`src/design/cdr_pkg.sv`:
```
// Shared types, sizes and helper functions for the cache directory block.
// Every design file but cdr_ram takes this package in with a wildcard import.
package cdr_pkg;

    localparam int WAYS        = 4;
    localparam int MEM_WORDS   = 16;
    localparam int WAY_W       = (WAYS > 1) ? $clog2(WAYS) : 1;
    localparam int MEM_AW      = (MEM_WORDS > 1) ? $clog2(MEM_WORDS) : 1;
    localparam int TAG_W       = 4;
    localparam int DATA_W      = 32;
    localparam int POL_W       = 2;
    localparam int STAMP_W     = 32;
    localparam int QUEUE_DEPTH = 2;
    localparam int QUEUE_AW    = (QUEUE_DEPTH > 1) ? $clog2(QUEUE_DEPTH) : 1;
    localparam int QCNT_W      = $clog2(QUEUE_DEPTH + 1);

    localparam logic [DATA_W-1:0] MEM_INIT_STEP = DATA_W'(10);

    localparam logic       CMD_WRITE = 1'b1;
    localparam logic [POL_W-1:0] POL_FIFO  = 2'd1;
    localparam logic [POL_W-1:0] POL_CLOCK = 2'd2;

    // One access as it travels from the front end to the back end.
    typedef struct packed {
        logic                     command;
        logic [TAG_W-1:0]         address;
        logic signed [DATA_W-1:0] write_value;
        logic [POL_W-1:0]         policy;
        logic                     thru_mode;
        logic                     hit;
        logic [WAY_W-1:0]         hit_way;
        logic                     has_free;
        logic [WAY_W-1:0]         free_way;
    } t_req;

    // Tag and valid view of the directory used for the lookup.
    typedef struct packed {
        logic [WAYS-1:0][TAG_W-1:0] tag;
        logic [WAYS-1:0]            valid;
    } t_dir_view;

    typedef struct packed {
        logic                     hit;
        logic [WAY_W-1:0]         way;
        logic signed [DATA_W-1:0] read_data;
        logic                     evicted;
        logic [TAG_W-1:0]         evicted_tag;
        logic                     evicted_dirty;
    } t_result;

    // Next way index with wrap-around at the way count.
    function automatic logic [WAY_W-1:0] way_inc(input logic [WAY_W-1:0] p);
        logic [WAY_W-1:0] r;
        if (p == WAY_W'(WAYS - 1)) begin
            r = '0;
        end else begin
            r = p + WAY_W'(1);
        end
        return r;
    endfunction

    // Address reduced modulo the memory size, as a small constant table.
    function automatic logic [MEM_AW-1:0] mem_index(input logic [TAG_W-1:0] a);
        logic [MEM_AW-1:0] r;
        r = '0;
        for (int k = 0; k < (1 << TAG_W); k++) begin
            if (a == TAG_W'(k)) begin
                r = MEM_AW'(k % MEM_WORDS);
            end
        end
        return r;
    endfunction

endpackage

```
`src/design/cdr_ram.sv`:
```
// Generic single-port RAM with a registered read port.
// No dependencies; sized by its WIDTH and DEPTH parameters.
module cdr_ram #(
    parameter int WIDTH = 32,
    parameter int DEPTH = 16,
    localparam int AW   = (DEPTH > 1) ? $clog2(DEPTH) : 1
) (
    input  logic             i_clk,
    input  logic             i_we,
    input  logic [AW-1:0]    i_addr,
    input  logic [WIDTH-1:0] i_wdata,
    output logic [WIDTH-1:0] o_rdata
);

    logic [WIDTH-1:0] r_mem [DEPTH];
    logic [WIDTH-1:0] r_rdata;

    always_ff @(posedge i_clk) begin
        if (i_we) begin
            r_mem[i_addr] <= i_wdata;
        end
        r_rdata <= r_mem[i_addr];
    end

    assign o_rdata = r_rdata;

endmodule

```
`src/design/cdr_front.sv`:
```
// Front end: captures an accepted transaction and classifies it as hit,
// free-way fill or eviction against the directory view. Uses cdr_pkg.
module cdr_front (
    input  logic                     i_clk,
    input  logic                     i_rst_n,
    input  logic                     i_accept,
    input  logic                     i_command,
    input  logic [3:0]               i_address,
    input  logic signed [31:0]       i_write_value,
    input  logic [1:0]               i_policy,
    input  logic                     i_thru_mode,
    input  cdr_pkg::t_dir_view       i_dir,
    output logic                     o_push,
    output cdr_pkg::t_req            o_item
);
    import cdr_pkg::*;

    logic r_pending;
    t_req r_req;

    always_ff @(posedge i_clk) begin
        if (!i_rst_n) begin
            r_pending <= 1'b0;
        end else begin
            r_pending <= i_accept;
        end
        if (i_accept) begin
            r_req.command       <= i_command;
            r_req.address       <= i_address;
            r_req.write_value   <= i_write_value;
            r_req.policy        <= i_policy;
            r_req.thru_mode     <= i_thru_mode;
            r_req.hit           <= 1'b0;
            r_req.hit_way       <= '0;
            r_req.has_free      <= 1'b0;
            r_req.free_way      <= '0;
        end
    end

    // Lowest matching way and lowest invalid way win.
    always_comb begin
        o_item = r_req;
        for (int i = WAYS - 1; i >= 0; i--) begin
            if (i_dir.valid[i] && (i_dir.tag[i] == r_req.address)) begin
                o_item.hit     = 1'b1;
                o_item.hit_way = WAY_W'(i);
            end
            if (!i_dir.valid[i]) begin
                o_item.has_free = 1'b1;
                o_item.free_way = WAY_W'(i);
            end
        end
    end

    assign o_push = r_pending;

endmodule

```
`src/design/cdr_queue.sv`:
```
// Short FIFO that decouples the front end from the back end.
// Holds cdr_pkg::t_req entries; depth comes from cdr_pkg.
module cdr_queue (
    input  logic          i_clk,
    input  logic          i_rst_n,
    input  logic          i_push,
    input  cdr_pkg::t_req i_item,
    input  logic          i_pop,
    output logic          o_valid,
    output cdr_pkg::t_req o_item
);
    import cdr_pkg::*;

    t_req                r_entry [QUEUE_DEPTH];
    logic [QUEUE_AW-1:0] r_wp;
    logic [QUEUE_AW-1:0] r_rp;
    logic [QCNT_W-1:0]   r_cnt;
    logic [QCNT_W-1:0]   n_cnt;

    always_comb begin
        n_cnt = r_cnt;
        if (i_push && !i_pop) begin
            n_cnt = r_cnt + QCNT_W'(1);
        end else if (i_pop && !i_push) begin
            n_cnt = r_cnt - QCNT_W'(1);
        end
    end

    always_ff @(posedge i_clk) begin
        if (!i_rst_n) begin
            r_wp  <= '0;
            r_rp  <= '0;
            r_cnt <= '0;
        end else begin
            r_cnt <= n_cnt;
            if (i_push) begin
                r_wp <= (r_wp == QUEUE_AW'(QUEUE_DEPTH - 1)) ? '0 : r_wp + QUEUE_AW'(1);
            end
            if (i_pop) begin
                r_rp <= (r_rp == QUEUE_AW'(QUEUE_DEPTH - 1)) ? '0 : r_rp + QUEUE_AW'(1);
            end
        end
        if (i_push) begin
            r_entry[r_wp] <= i_item;
        end
    end

    assign o_valid = (r_cnt != '0);
    assign o_item  = r_entry[r_rp];

    a_no_overflow: assert property (@(posedge i_clk) disable iff (!i_rst_n)
        !(i_push && !i_pop && (r_cnt == QCNT_W'(QUEUE_DEPTH))))
        else $error("queue pushed while full");

    a_no_underflow: assert property (@(posedge i_clk) disable iff (!i_rst_n)
        i_pop |-> (r_cnt != '0))
        else $error("queue popped while empty");

endmodule

```
`src/design/cdr_back.sv`:
```
// Back end: victim selection (FIFO, clock, LRU scan), directory update,
// memory access and result register. Uses cdr_pkg and cdr_ram.
module cdr_back (
    input  logic               i_clk,
    input  logic               i_rst_n,
    input  logic               i_q_valid,
    input  cdr_pkg::t_req      i_q_item,
    output logic               o_pop,
    output logic               o_idle,
    output cdr_pkg::t_dir_view o_dir,
    output logic               o_done,
    output cdr_pkg::t_result   o_result
);
    import cdr_pkg::*;

    localparam logic [2:0] ST_INIT   = 3'd0;
    localparam logic [2:0] ST_IDLE   = 3'd1;
    localparam logic [2:0] ST_LRU    = 3'd2;
    localparam logic [2:0] ST_CLOCK  = 3'd3;
    localparam logic [2:0] ST_UPDATE = 3'd4;
    localparam logic [2:0] ST_RESP   = 3'd5;

    logic [2:0]                     r_state;
    logic [WAYS-1:0][TAG_W-1:0]     r_tag;
    logic [WAYS-1:0]                r_valid;
    logic [WAYS-1:0]                r_dirty;
    logic [WAYS-1:0]                r_ref;
    logic [WAYS-1:0][STAMP_W-1:0]   r_stamp;
    logic [WAY_W-1:0]               r_clock_ptr;
    logic [WAY_W-1:0]               r_fifo_ptr;
    logic [STAMP_W-1:0]             r_count;
    t_req                           r_req;
    logic [WAY_W-1:0]               r_w;
    logic                           r_evict;
    logic [WAY_W-1:0]               r_scan;
    logic [STAMP_W-1:0]             r_best_stamp;
    logic [MEM_AW-1:0]              r_init_addr;
    logic [DATA_W-1:0]              r_init_val;
    t_result                        r_out;
    logic                           r_out_valid;

    logic                           ram_we;
    logic [MEM_AW-1:0]              ram_addr;
    logic [DATA_W-1:0]              ram_wdata;
    logic [DATA_W-1:0]              ram_rdata;

    cdr_ram #(
        .WIDTH (DATA_W),
        .DEPTH (MEM_WORDS)
    ) u_mem (
        .i_clk   (i_clk),
        .i_we    (ram_we),
        .i_addr  (ram_addr),
        .i_wdata (ram_wdata),
        .o_rdata (ram_rdata)
    );

    // The memory port is used by the reset fill and by the update step.
    always_comb begin
        ram_we    = 1'b0;
        ram_addr  = mem_index(r_req.address);
        ram_wdata = DATA_W'(r_req.write_value);
        if (r_state == ST_INIT) begin
            ram_we    = 1'b1;
            ram_addr  = r_init_addr;
            ram_wdata = r_init_val;
        end else if (r_state == ST_UPDATE) begin
            ram_we = (r_req.command == CMD_WRITE);
        end
    end

    assign o_pop = (r_state == ST_IDLE) && i_q_valid;

    always_ff @(posedge i_clk) begin
        if (!i_rst_n) begin
            r_state     <= ST_INIT;
            r_tag       <= '0;
            r_valid     <= '0;
            r_dirty     <= '0;
            r_ref       <= '0;
            r_stamp     <= '0;
            r_clock_ptr <= '0;
            r_fifo_ptr  <= '0;
            r_count     <= STAMP_W'(1);
            r_init_addr <= '0;
            r_init_val  <= '0;
            r_out_valid <= 1'b0;
        end else begin
            r_out_valid <= 1'b0;
            unique case (r_state)
                ST_INIT: begin
                    r_init_addr <= r_init_addr + MEM_AW'(1);
                    r_init_val  <= r_init_val + MEM_INIT_STEP;
                    if (r_init_addr == MEM_AW'(MEM_WORDS - 1)) begin
                        r_state <= ST_IDLE;
                    end
                end
                ST_IDLE: begin
                    if (i_q_valid) begin
                        r_req <= i_q_item;
                        priority if (i_q_item.hit) begin
                            r_w     <= i_q_item.hit_way;
                            r_evict <= 1'b0;
                            r_state <= ST_UPDATE;
                        end else if (i_q_item.has_free) begin
                            r_w     <= i_q_item.free_way;
                            r_evict <= 1'b0;
                            r_state <= ST_UPDATE;
                        end else if (i_q_item.policy == POL_FIFO) begin
                            r_w        <= r_fifo_ptr;
                            r_fifo_ptr <= way_inc(r_fifo_ptr);
                            r_evict    <= 1'b1;
                            r_state    <= ST_UPDATE;
                        end else if (i_q_item.policy == POL_CLOCK) begin
                            r_scan  <= r_clock_ptr;
                            r_evict <= 1'b1;
                            r_state <= ST_CLOCK;
                        end else begin
                            r_w          <= '0;
                            r_best_stamp <= r_stamp[0];
                            r_scan       <= WAY_W'(1);
                            r_evict      <= 1'b1;
                            r_state      <= ST_LRU;
                        end
                    end
                end
                ST_LRU: begin
                    // Strictly smaller only, so ties stay with the lower way.
                    if (r_stamp[r_scan] < r_best_stamp) begin
                        r_w          <= r_scan;
                        r_best_stamp <= r_stamp[r_scan];
                    end
                    if (r_scan == WAY_W'(WAYS - 1)) begin
                        r_state <= ST_UPDATE;
                    end else begin
                        r_scan <= r_scan + WAY_W'(1);
                    end
                end
                ST_CLOCK: begin
                    if (!r_ref[r_scan]) begin
                        r_w         <= r_scan;
                        r_clock_ptr <= way_inc(r_scan);
                        r_state     <= ST_UPDATE;
                    end else begin
                        r_ref[r_scan] <= 1'b0;
                        r_scan        <= way_inc(r_scan);
                    end
                end
                ST_UPDATE: begin
                    r_out.hit           <= r_req.hit;
                    r_out.way           <= r_w;
                    r_out.evicted       <= r_evict;
                    r_out.evicted_tag   <= r_evict ? r_tag[r_w] : '0;
                    r_out.evicted_dirty <= r_evict && r_dirty[r_w];
                    r_tag[r_w]   <= r_req.address;
                    r_valid[r_w] <= 1'b1;
                    r_dirty[r_w] <= (r_req.hit && r_dirty[r_w]) ||
                                    ((r_req.command == CMD_WRITE) && !r_req.thru_mode);
                    r_stamp[r_w] <= r_count;
                    r_ref[r_w]   <= 1'b1;
                    r_count      <= r_count + STAMP_W'(1);
                    r_state      <= ST_RESP;
                end
                ST_RESP: begin
                    r_out.read_data <= (r_req.command == CMD_WRITE) ? '0 : $signed(ram_rdata);
                    r_out_valid     <= 1'b1;
                    r_state         <= ST_IDLE;
                end
                default: begin
                    r_state <= ST_IDLE;
                end
            endcase
        end
    end

    assign o_idle    = (r_state == ST_IDLE);
    assign o_dir.tag   = r_tag;
    assign o_dir.valid = r_valid;
    assign o_done    = r_out_valid;
    assign o_result  = r_out;

    a_single_strobe: assert property (@(posedge i_clk) disable iff (!i_rst_n)
        r_out_valid |=> !r_out_valid)
        else $error("result strobe longer than one cycle");

    a_hit_no_evict: assert property (@(posedge i_clk) disable iff (!i_rst_n)
        r_out_valid |-> !(r_out.hit && r_out.evicted))
        else $error("hit reported together with an eviction");

    a_line_installed: assert property (@(posedge i_clk) disable iff (!i_rst_n)
        (r_state == ST_UPDATE) |=>
            (r_valid[$past(r_w)] && (r_tag[$past(r_w)] == $past(r_req.address))))
        else $error("accessed line not present after update");

endmodule

```
`src/design/cache_directory_replacement.sv`:
```
// Top level of the fully associative cache directory with selectable
// replacement policy. Depends on cdr_pkg, cdr_front, cdr_queue and cdr_back.
//
// Usage: a transaction is offered on the i_ payload ports with start high and
// is taken at a rising edge where busy is low. Each transaction is one read or
// write access; exactly one result follows, shown for a single cycle with
// o_done high. The receiver cannot stall, so it must take the result in that
// cycle.
//
// Sequence: an accepted transaction is registered in the front end, pushed
// into the queue, taken by the back end and passed through its update and
// response states before the result strobe; that holds for a hit, a fill
// of a free way or a FIFO eviction. An LRU eviction adds a state that scans
// the stored stamps one way per cycle, and a clock eviction adds a state that
// tests one reference bit per cycle. The block works on one transaction at a
// time: busy stays high from acceptance until the result cycle, so a new
// transaction can be taken at the edge that ends the result strobe.
//
// Reset: i_rst_n is synchronous and active low. It clears the directory and
// pointers and sets the access counter to one. After reset the back end fills
// memory word i with i*10, one word per cycle, through all MEM_WORDS (16)
// words; busy is high throughout that fill.
module cache_directory_replacement (
    input  logic                i_clk,
    input  logic                i_rst_n,
    input  logic                start,
    output logic                busy,
    input  logic                i_command,
    input  logic [3:0]          i_address,
    input  logic signed [31:0]  i_write_value,
    input  logic [1:0]          i_policy,
    input  logic                i_thru_mode,
    output logic                o_done,
    output logic                o_hit,
    output logic [1:0]          o_way,
    output logic signed [31:0]  o_read_data,
    output logic                o_evicted,
    output logic [3:0]          o_evicted_tag,
    output logic                o_evicted_dirty
);
    import cdr_pkg::*;

    logic      accept;
    logic      front_push;
    t_req      front_item;
    logic      q_valid;
    t_req      q_item;
    logic      back_pop;
    logic      back_idle;
    t_dir_view dir_view;
    t_result   result;

    // The front end may read the directory directly: only one transaction
    // is in flight, so the view is current when the lookup happens.
    assign accept = start && !busy;
    assign busy   = front_push || q_valid || !back_idle;

    cdr_front u_front (
        .i_clk           (i_clk),
        .i_rst_n         (i_rst_n),
        .i_accept        (accept),
        .i_command       (i_command),
        .i_address       (i_address),
        .i_write_value   (i_write_value),
        .i_policy        (i_policy),
        .i_thru_mode     (i_thru_mode),
        .i_dir           (dir_view),
        .o_push          (front_push),
        .o_item          (front_item)
    );

    cdr_queue u_queue (
        .i_clk   (i_clk),
        .i_rst_n (i_rst_n),
        .i_push  (front_push),
        .i_item  (front_item),
        .i_pop   (back_pop),
        .o_valid (q_valid),
        .o_item  (q_item)
    );

    cdr_back u_back (
        .i_clk     (i_clk),
        .i_rst_n   (i_rst_n),
        .i_q_valid (q_valid),
        .i_q_item  (q_item),
        .o_pop     (back_pop),
        .o_idle    (back_idle),
        .o_dir     (dir_view),
        .o_done    (o_done),
        .o_result  (result)
    );

    // The way field on the port is the low bits of the way index.
    assign o_hit           = result.hit;
    assign o_way           = 2'(result.way);
    assign o_read_data     = result.read_data;
    assign o_evicted       = result.evicted;
    assign o_evicted_tag   = result.evicted_tag;
    assign o_evicted_dirty = result.evicted_dirty;

endmodule

```
`config.mk`:
```
export PLATFORM = sky130hd
export DESIGN_NAME = cache_directory_replacement
export DESIGN_NICKNAME = d
export VERILOG_FILES = /design/src/design/cdr_pkg.sv /design/src/design/cdr_ram.sv /design/src/design/cdr_front.sv /design/src/design/cdr_queue.sv /design/src/design/cdr_back.sv /design/src/design/cache_directory_replacement.sv
export SDC_FILE = /design/constraint.sdc
export NUM_CORES = 1
export LEC_CHECK = 0
export BUFFER_PORTS_ARGS = -buffer_cell sky130_fd_sc_hd__buf_2
export CAP_MARGIN = 20
export CORE_MARGIN = 1.5
export CORE_UTILIZATION = 40
export CTS_CLUSTER_DIAMETER = 60
export DETAILED_ROUTE_END_ITERATION = 7
export GPL_TIMING_DRIVEN = 0
export PLACE_DENSITY = 0.63
export SYNTH_ARGS = -nofsm -noshare
export SYNTH_HDL_FRONTEND = slang
export SYNTH_HIERARCHICAL = 1
export SYNTH_SLANG_ARGS = --single-unit
export TNS_END_PERCENT = 50
```
`constraint.sdc`:
```
create_clock -name i_clk -period 4.8 [get_ports i_clk]
set_input_delay 0.24 -clock i_clk [delete_from_list [all_inputs] [get_ports i_clk]]
set_output_delay 0.24 -clock i_clk [all_outputs]
set_load 0.02 [all_outputs]
```
Yosys cells after proc, flatten, opt, wreduce, memory -nomap -nowiden
Memory sizes are Yosys's and may differ from the RTL's. A register that Yosys moved wholly into a read port is not among the register bits.
Index checks and enable logic that the tools add are counted.

operators by class
  magnitude comparators = 5
  equality and inequality tests = 41
  add/subtract/negate cells = 9
  multipliers = 0
  bitwise operators = 7
  shifts and indexed selects = 0
  multiplexer cells = 94
  div/mod/pow operators = 0
  reductions and logical operators = 37

operators by type and width
  cell                                           count
  two-way mux 32 bit                             9
  bitwise mux 128 bit                            1
  two-way mux 4 bit                              18
  binary-select mux 32 bit (select 2 bit)        1
  demux 32 bit (select 2 bit)                    1
  case mux 32 bit (2 select lines)               1
  two-way mux 3 bit                              15
  == test 4 bit, second input constant           9
  two-way mux 2 bit                              18
  adder 32 x 1 -> 32 bit, second input constant  1
  adder 32 x 4 -> 32 bit, second input constant  1
  less-than comparator 32 bit                    1
  two-way mux 1 bit                              18
  bitwise mux 16 bit                             1
  == test 4 x 3 -> 1 bit, second input constant  4
  == test 4 bit                                  4
  inequality test 2 bit, second input constant   8
  AND reduction 8 bit                            2
  case mux 3 bit (5 select lines)                1
  logical AND 1 bit                              13
  case mux 2 bit (3 select lines)                2
  binary-select mux 4 bit (select 2 bit)         1
  demux 4 bit (select 2 bit)                     1
  == test 4 x 2 -> 1 bit, second input constant  2
  32 further kinds                               60

word-level totals
  output and inout bits = 43
  memory bits (read-only) = 0
  bits in registers = 394
  memory bits (writable) = 604
  logic and storage cells = 237
  latch bits = 0
  memories kept = 2
  bits of input ports = 43

memory list
  memory              words  bits a word  read ports  clocked after memory_dff  wr ports  RTL line         source
  u_back.u_mem.r_mem  16     32           1           1                         1         cdr_ram.sv:15    logic [WIDTH-1:0] r_mem [DEPTH];
  u_queue.r_entry     2      46           1           1                         1         cdr_queue.sv:14  t_req r_entry [QUEUE_DEPTH];

Depth between registers and ports, before layout
  depth after elaboration = 17
  depth in mapped cells = 12
  gate-level depth less buffers = 8

By module
The synthesis kept the hierarchy.

by module, submodules not included
  module                       area an instance (sq um)  seq. area each (sq um)  cells each  times used
  cdr_ram                      19862.8                   16015.4                 840         1
  cdr_back                     15861.5                   8137.8                  1662        1
  cdr_queue                    3545.9                    2862.7                  164         1
  cdr_front                    1483.9                    1221.2                  81          1
  cache_directory_replacement  21.3                      0.0                     2           1

Worst setup path before layout
No wires, ideal clock.

  path kind = flip-flop to flip-flop
  start point = reg u_back.r_state[0]
  end point = mem u_back.u_mem.r_mem[0][0] (enable)
  stages on the path, launching flop included = 9
  setup slack = 0.150 ns
  arrival time = 4.189 ns
  cell sequence = dfxtp_1 > buf_2 > or3_1 > buf_2 > buf_1 > nand2_1 > nand2_1 > or3b_2 > nor3_1

RTL lines
  item                    RTL line         source
  start, declared         cdr_back.sv:23   logic [2:0] r_state;
  start signal, assigned  cdr_back.sv:76   r_state <= ST_INIT;
  start signal, assigned  cdr_back.sv:95   r_state <= ST_IDLE;
  start signal, assigned  cdr_back.sv:104  r_state <= ST_UPDATE;
  logical NOT 3 bit       cdr_back.sv:63   if (r_state == ST_INIT) begin
  two-way mux 4 bit       cdr_back.sv:63
  via u_back.ram_addr[2]  cdr_back.sv:43   logic [MEM_AW-1:0] ram_addr;
  end, declared           cdr_ram.sv:15

The timed path passes the listed nets, and every way through them passes these cells.

Worst setup path in the final report
  start point = reg u_back.r_state[2]
  end point = mem u_back.u_mem.r_mem[6][15] (enable)

The elaborated chain is that of the path after synthesis.

==> impl_table.tex <==
\begin{tabular}{lr}
\hline
Metric & Value \\
\hline
\multicolumn{2}{l}{\textbf{Layout}} \\
\quad Layout Nets & 3121 \\
\quad Diodes inserted & 0 \\
\quad Share of layout cells above drive strength 1 & 19.3\% \\
\quad Area delta synth->final & 17.8\% \\
\multicolumn{2}{l}{\textbf{Detailed routing}} \\
\quad Met3 routed WL & 6350 um \\
\quad Vias/cell & 5.20 \\
\quad Routed length on met1 & 41500 um \\
\quad Number of DRC violations after detailed routing & 0 \\
\quad Routed Antenna Nets & 0 \\
\quad Met2 wirelength from detailed routing & 43200 um \\
\quad Detailed-route via count & 23300 \\
\quad Detailed-route wire length & 93100 um \\
\quad Highest layer used for signal routing & met4 \\
\quad First-pass iteration count of the detailed router & 5 \\
\quad Routed length per placed instance & 20.8 um \\
\quad Detailed router's first-iteration violation count & 1812 \\
\multicolumn{2}{l}{\textbf{Timing}} \\
\quad Unrepaired setup endpoints after global routing & true \\
\quad Final clock period utilization by the worst path & 94.9\% \\
\quad Minimum clock period after layout & 4560 ps \\
\quad Slew at the pin with the worst max-slew slack & 991 ps \\
\quad Upper clock frequency limit & 219 MHz \\
\quad Final-report setup violation count & 0 \\
\quad Max Slew Vio Count & 0 \\
\quad Worst Clk Skew & 81.5 ps \\
\quad Post-route worst setup slack & 242 ps \\
\quad Final hold violation count & 0 \\
\quad Worst max-slew margin expressed relative to the limit & 33.6\% \\
\multicolumn{2}{l}{\textbf{Clock tree}} \\
\quad TritonCTS clock tree & yes \\
\quad Clock latency on the worst-skew pair & 700 ps \\
\quad Number of buffers on the longest clock path & 3 \\
\quad Total CTS buffers & 109 \\
\quad Number of sinks on the clock net & 1030 \\
\quad Level count of the clock H-tree & 3 \\
\quad CTS clock-pin slew for the worst setup and hold paths & 60 ps \\
\quad Master cell of the clock root buffer & sky130\_fd\_sc\_hd\_\_clkbuf\_16 \\
\multicolumn{2}{l}{\textbf{Flow run}} \\
\quad Number of max-cap violations & 0 \\
\multicolumn{2}{l}{\textbf{Global route}} \\
\quad Total congestion overflow & 0 \\
\quad Total track usage & 18.1\% \\
\quad Via count of the first global-routing pass & 23200 \\
\quad Pin count of the biggest net entering global routing & 42 \\
\quad Global-route wire length before repair & 142000 um \\
\quad Antenna violations before repair & 1 \\
\multicolumn{2}{l}{\textbf{Die}} \\
\quad Area inside the core boundary & 101000 um2 \\
\quad Initial core utilization & 40.5\% \\
\quad Die span in x & 322 um \\
\quad Top-Level Pins & 86 \\
\quad Placement Rows & 116 \\
\quad Floorplan die height & 322 um \\
\quad Die footprint & 104000 um2 \\
\multicolumn{2}{l}{\textbf{Synthesis}} \\
\quad Combinational family with the most area after synthesis & multiplexers \\
\quad Mapped Area & 40800 um2 \\
\quad Number of distinct standard cells referenced by the synthesized netlist & 61 \\
\quad Xor and xnor area share after synthesis & 1.16\% \\
\quad Portion of netlist area occupied by mux cells & 10.7\% \\
\quad Net count of the mapped netlist & 2832 \\
\quad Compound-Gate Fraction of Synth Area & 5.86\% \\
\quad Post-synthesis cell count & 2749 \\
\quad Average footprint of a synthesized cell & 14.8 um2 \\
\quad Synthesis warning total & 6 \\
\quad Number of flops mapped to enable cells by yosys & 761 \\
\quad Most common flop cell mapped by yosys & sky130\_fd\_sc\_hd\_\_edfxtp\_1 \\
\quad FF+latch count, synth & 1030 \\
\quad Adder and majority cell fraction of the synthesized area & 1.23\% \\
\quad Post-synthesis async set-or-reset flop share & 0\% \\
\quad Fraction of the mapped netlist area in simple logic gates & 9.45\% \\
\quad Part of the Yosys area used for sequential elements & 69.3\% \\
\multicolumn{2}{l}{\textbf{Worst setup path}} \\
\quad Critical Path Sink Type & flop \\
\quad Crit-path cells & clkbuf\_1 -> or3\_1 -> buf\_2 -> buf\_1 -> nand2\_1 -> nand2\_1 -> buf\_2 -> buf\_4 -> clkbuf\_1 -> nand2b\_1 -> nor2\_4 -> buf\_12 \\
\quad Nature of the critical path startpoint & flop \\
\quad Path type of the worst setup path & flop to flop \\
\quad Crit path max-delay cell type & sky130\_fd\_sc\_hd\_\_nor2\_4 \\
\quad CP arrival & 4940 ps \\
\quad Crit Path Max Fanout & 18 \\
\quad Worst stage delay on the critical path & 550 ps \\
\quad Required arrival time at the worst endpoint & 5190 ps \\
\multicolumn{2}{l}{\textbf{Power and ir drop}} \\
\quad Final Power & 18.9 mW \\
\quad Leakage Power & 16.0 nW \\
\quad Maximum resistive drop on vdd & 0.000305 V \\
\quad Pwr per Cell Area & 395 nW/um2 \\
\multicolumn{2}{l}{\textbf{Place}} \\
\quad HPWL reported at the end of detailed placement & 62300 um \\
\quad Port Buffer Count & 85 \\
\quad Pre-CTS setup slack & 134 ps \\
\quad Final GP Congestion & 0.802 \\
\multicolumn{2}{l}{\textbf{Outcome}} \\
\quad Run status & complete, no violations \\
\multicolumn{2}{l}{\textbf{Hold path}} \\
\quad Hold crit path type & input pin to flop \\
\hline
\end{tabular}
[critical path: cells and delay by family (launching register included)]
family	cells	cell delay [ps]
buffers and inverters	7	2330
DFF	1	470
and+or+nand+nor	5	1420
[timing repair]
action	in CTS	in global routing
gates resized for setup	0	1
endpoints found under the setup margin	0	180
buffers inserted	0	10
hold buffers	41	0
hold endpoints to repair	46	0
[cell usage after synthesis, drive strengths merged (2+ instances only)]
cell / count / area (um2)
edfxtp: 761 / 22900
nand2: 567 / 2130
dfxtp: 269 / 5390
mux4: 166 / 3740
a21boi: 162 / 1220
clkbuf: 105 / 394
a22oi: 66 / 495
buf: 57 / 345
inv: 57 / 214
and2: 53 / 332
mux2: 46 / 518
nor2b: 44 / 275
ha: 40 / 500
o21ai: 35 / 175
nor2: 34 / 130
nor3: 31 / 181
xor2: 30 / 263
a21oi: 28 / 140
xnor2: 24 / 210
nand3: 22 / 110
nand2b: 19 / 119
nand4: 17 / 106
or3: 17 / 106
nor4: 12 / 81.3
mux2i: 11 / 110
and3: 9 / 56.3
and4: 7 / 61.3
o21a: 7 / 52.6
nand3b: 6 / 45.0
o211ai: 6 / 45.0
o31ai: 5 / 37.5
o211a: 4 / 40.0
a211oi: 3 / 22.5
nor3b: 3 / 27.5
o22ai: 3 / 18.8
a22o: 2 / 17.5
a31oi: 2 / 12.5
and4bb: 2 / 25.0
o2111ai: 2 / 17.5
o221ai: 2 / 17.5
o311ai: 2 / 32.5
o41ai: 2 / 32.5
or2: 2 / 12.5
or3b: 2 / 17.5
[cell usage in the layout, fill, tap and decap left out, drive strengths merged, types with 53 or more instances in the layout]
| cell | instances |
|---|---|
| edfxtp | 761 |
| nand2 | 567 |
| dfxtp | 269 |
| clkbuf | 247 |
| buf | 194 |
| mux4 | 166 |
| a21boi | 162 |
| a22oi | 66 |
| inv | 60 |
| and2 | 53 |
[final cells by class]
| cell class | instances | area, um2 |
|---|---|---|
| tap | 1357 | 1700 |
| clock buffer | 142 | 2950 |
| clock inverter | 60 | 761 |
| buffer | 162 | 739 |
| timing repair buffer | 178 | 1700 |
| inverter | 57 | 214 |
| fill | 8547 | 52600 |
| sequential | 1030 | 28200 |
| multi-input combinational | 1500 | 11700 |
[cells by family (layout without fill, tap and decap cells)]
family | count (synthesis) | count (layout)
mux | 223 | 223
flops | 1030 | 1030
fa+ha+maj | 40 | 40
compound gates | 333 | 333
buf+inv | 219 | 599
simple gates | 850 | 850
xor+xnor | 54 | 54
[metrics by stage]
stage	hold WS, ps	std cells	cell area, um2	util, %	setup TNS [ps]
finish	107	4486	48000	47.7	0
global route	86.4	4486	48000	47.7	-339
CTS	190	4475	47800	47.6	0
detailed placement	418	4232	43700	43.5	0
global placement	416	4191	42900	42.7	-991140
floorplan	339	2749	40800	-	0
[worst paths after layout]
| check | from | end | slack, ps | cells past startpoint |
|---|---|---|---|---|
| setup / recovery | u_back/r_state[2] | u_back/u_mem/r_mem[6][15] | 240 | 12 |
| hold / removal | start | u_front/o_item[41] | 110 | 2 |
| setup reg to reg | u_back/r_state[2] | u_back/u_mem/r_mem[6][15] | 240 | 12 |
| hold reg to reg | u_front/o_item[23] | u_queue/r_entry[1][23] | 440 | 0 |
[power by group]
group          internal, mW  switching [mW]  total (mW)  leakage (nW)
clock network          4.97            3.57        8.53          1.78
logic                 0.330           0.401       0.731          5.27
registers              9.64          0.0402        9.68          8.98
[metal layers]
metal  vias up  track usage [%]
li1      10700                -
met1     11700             25.5
met2       709             28.7
met3       142             3.57
met4         0             4.73
met5         -                0
[registers in the layout, indices dropped and copies added, names as in the netlist, 16 cells and up, named ones only]
| signal | flops |
|---|---|
| u_back/r_best_stamp | 32 |
| u_back/r_count | 32 |
| u_queue/r_entry | 92 |
| u_back/r_stamp | 128 |
| u_back/u_mem/r_mem | 512 |
| u_back/u_mem/o_rdata | 32 |
| u_back/r_req | 39 |
| u_front/o_item | 40 |
| u_back/o_result | 41 |
| u_back/r_init_val | 31 |
| u_back/o_dir | 16 |
(Power assumes the default switching activity.)
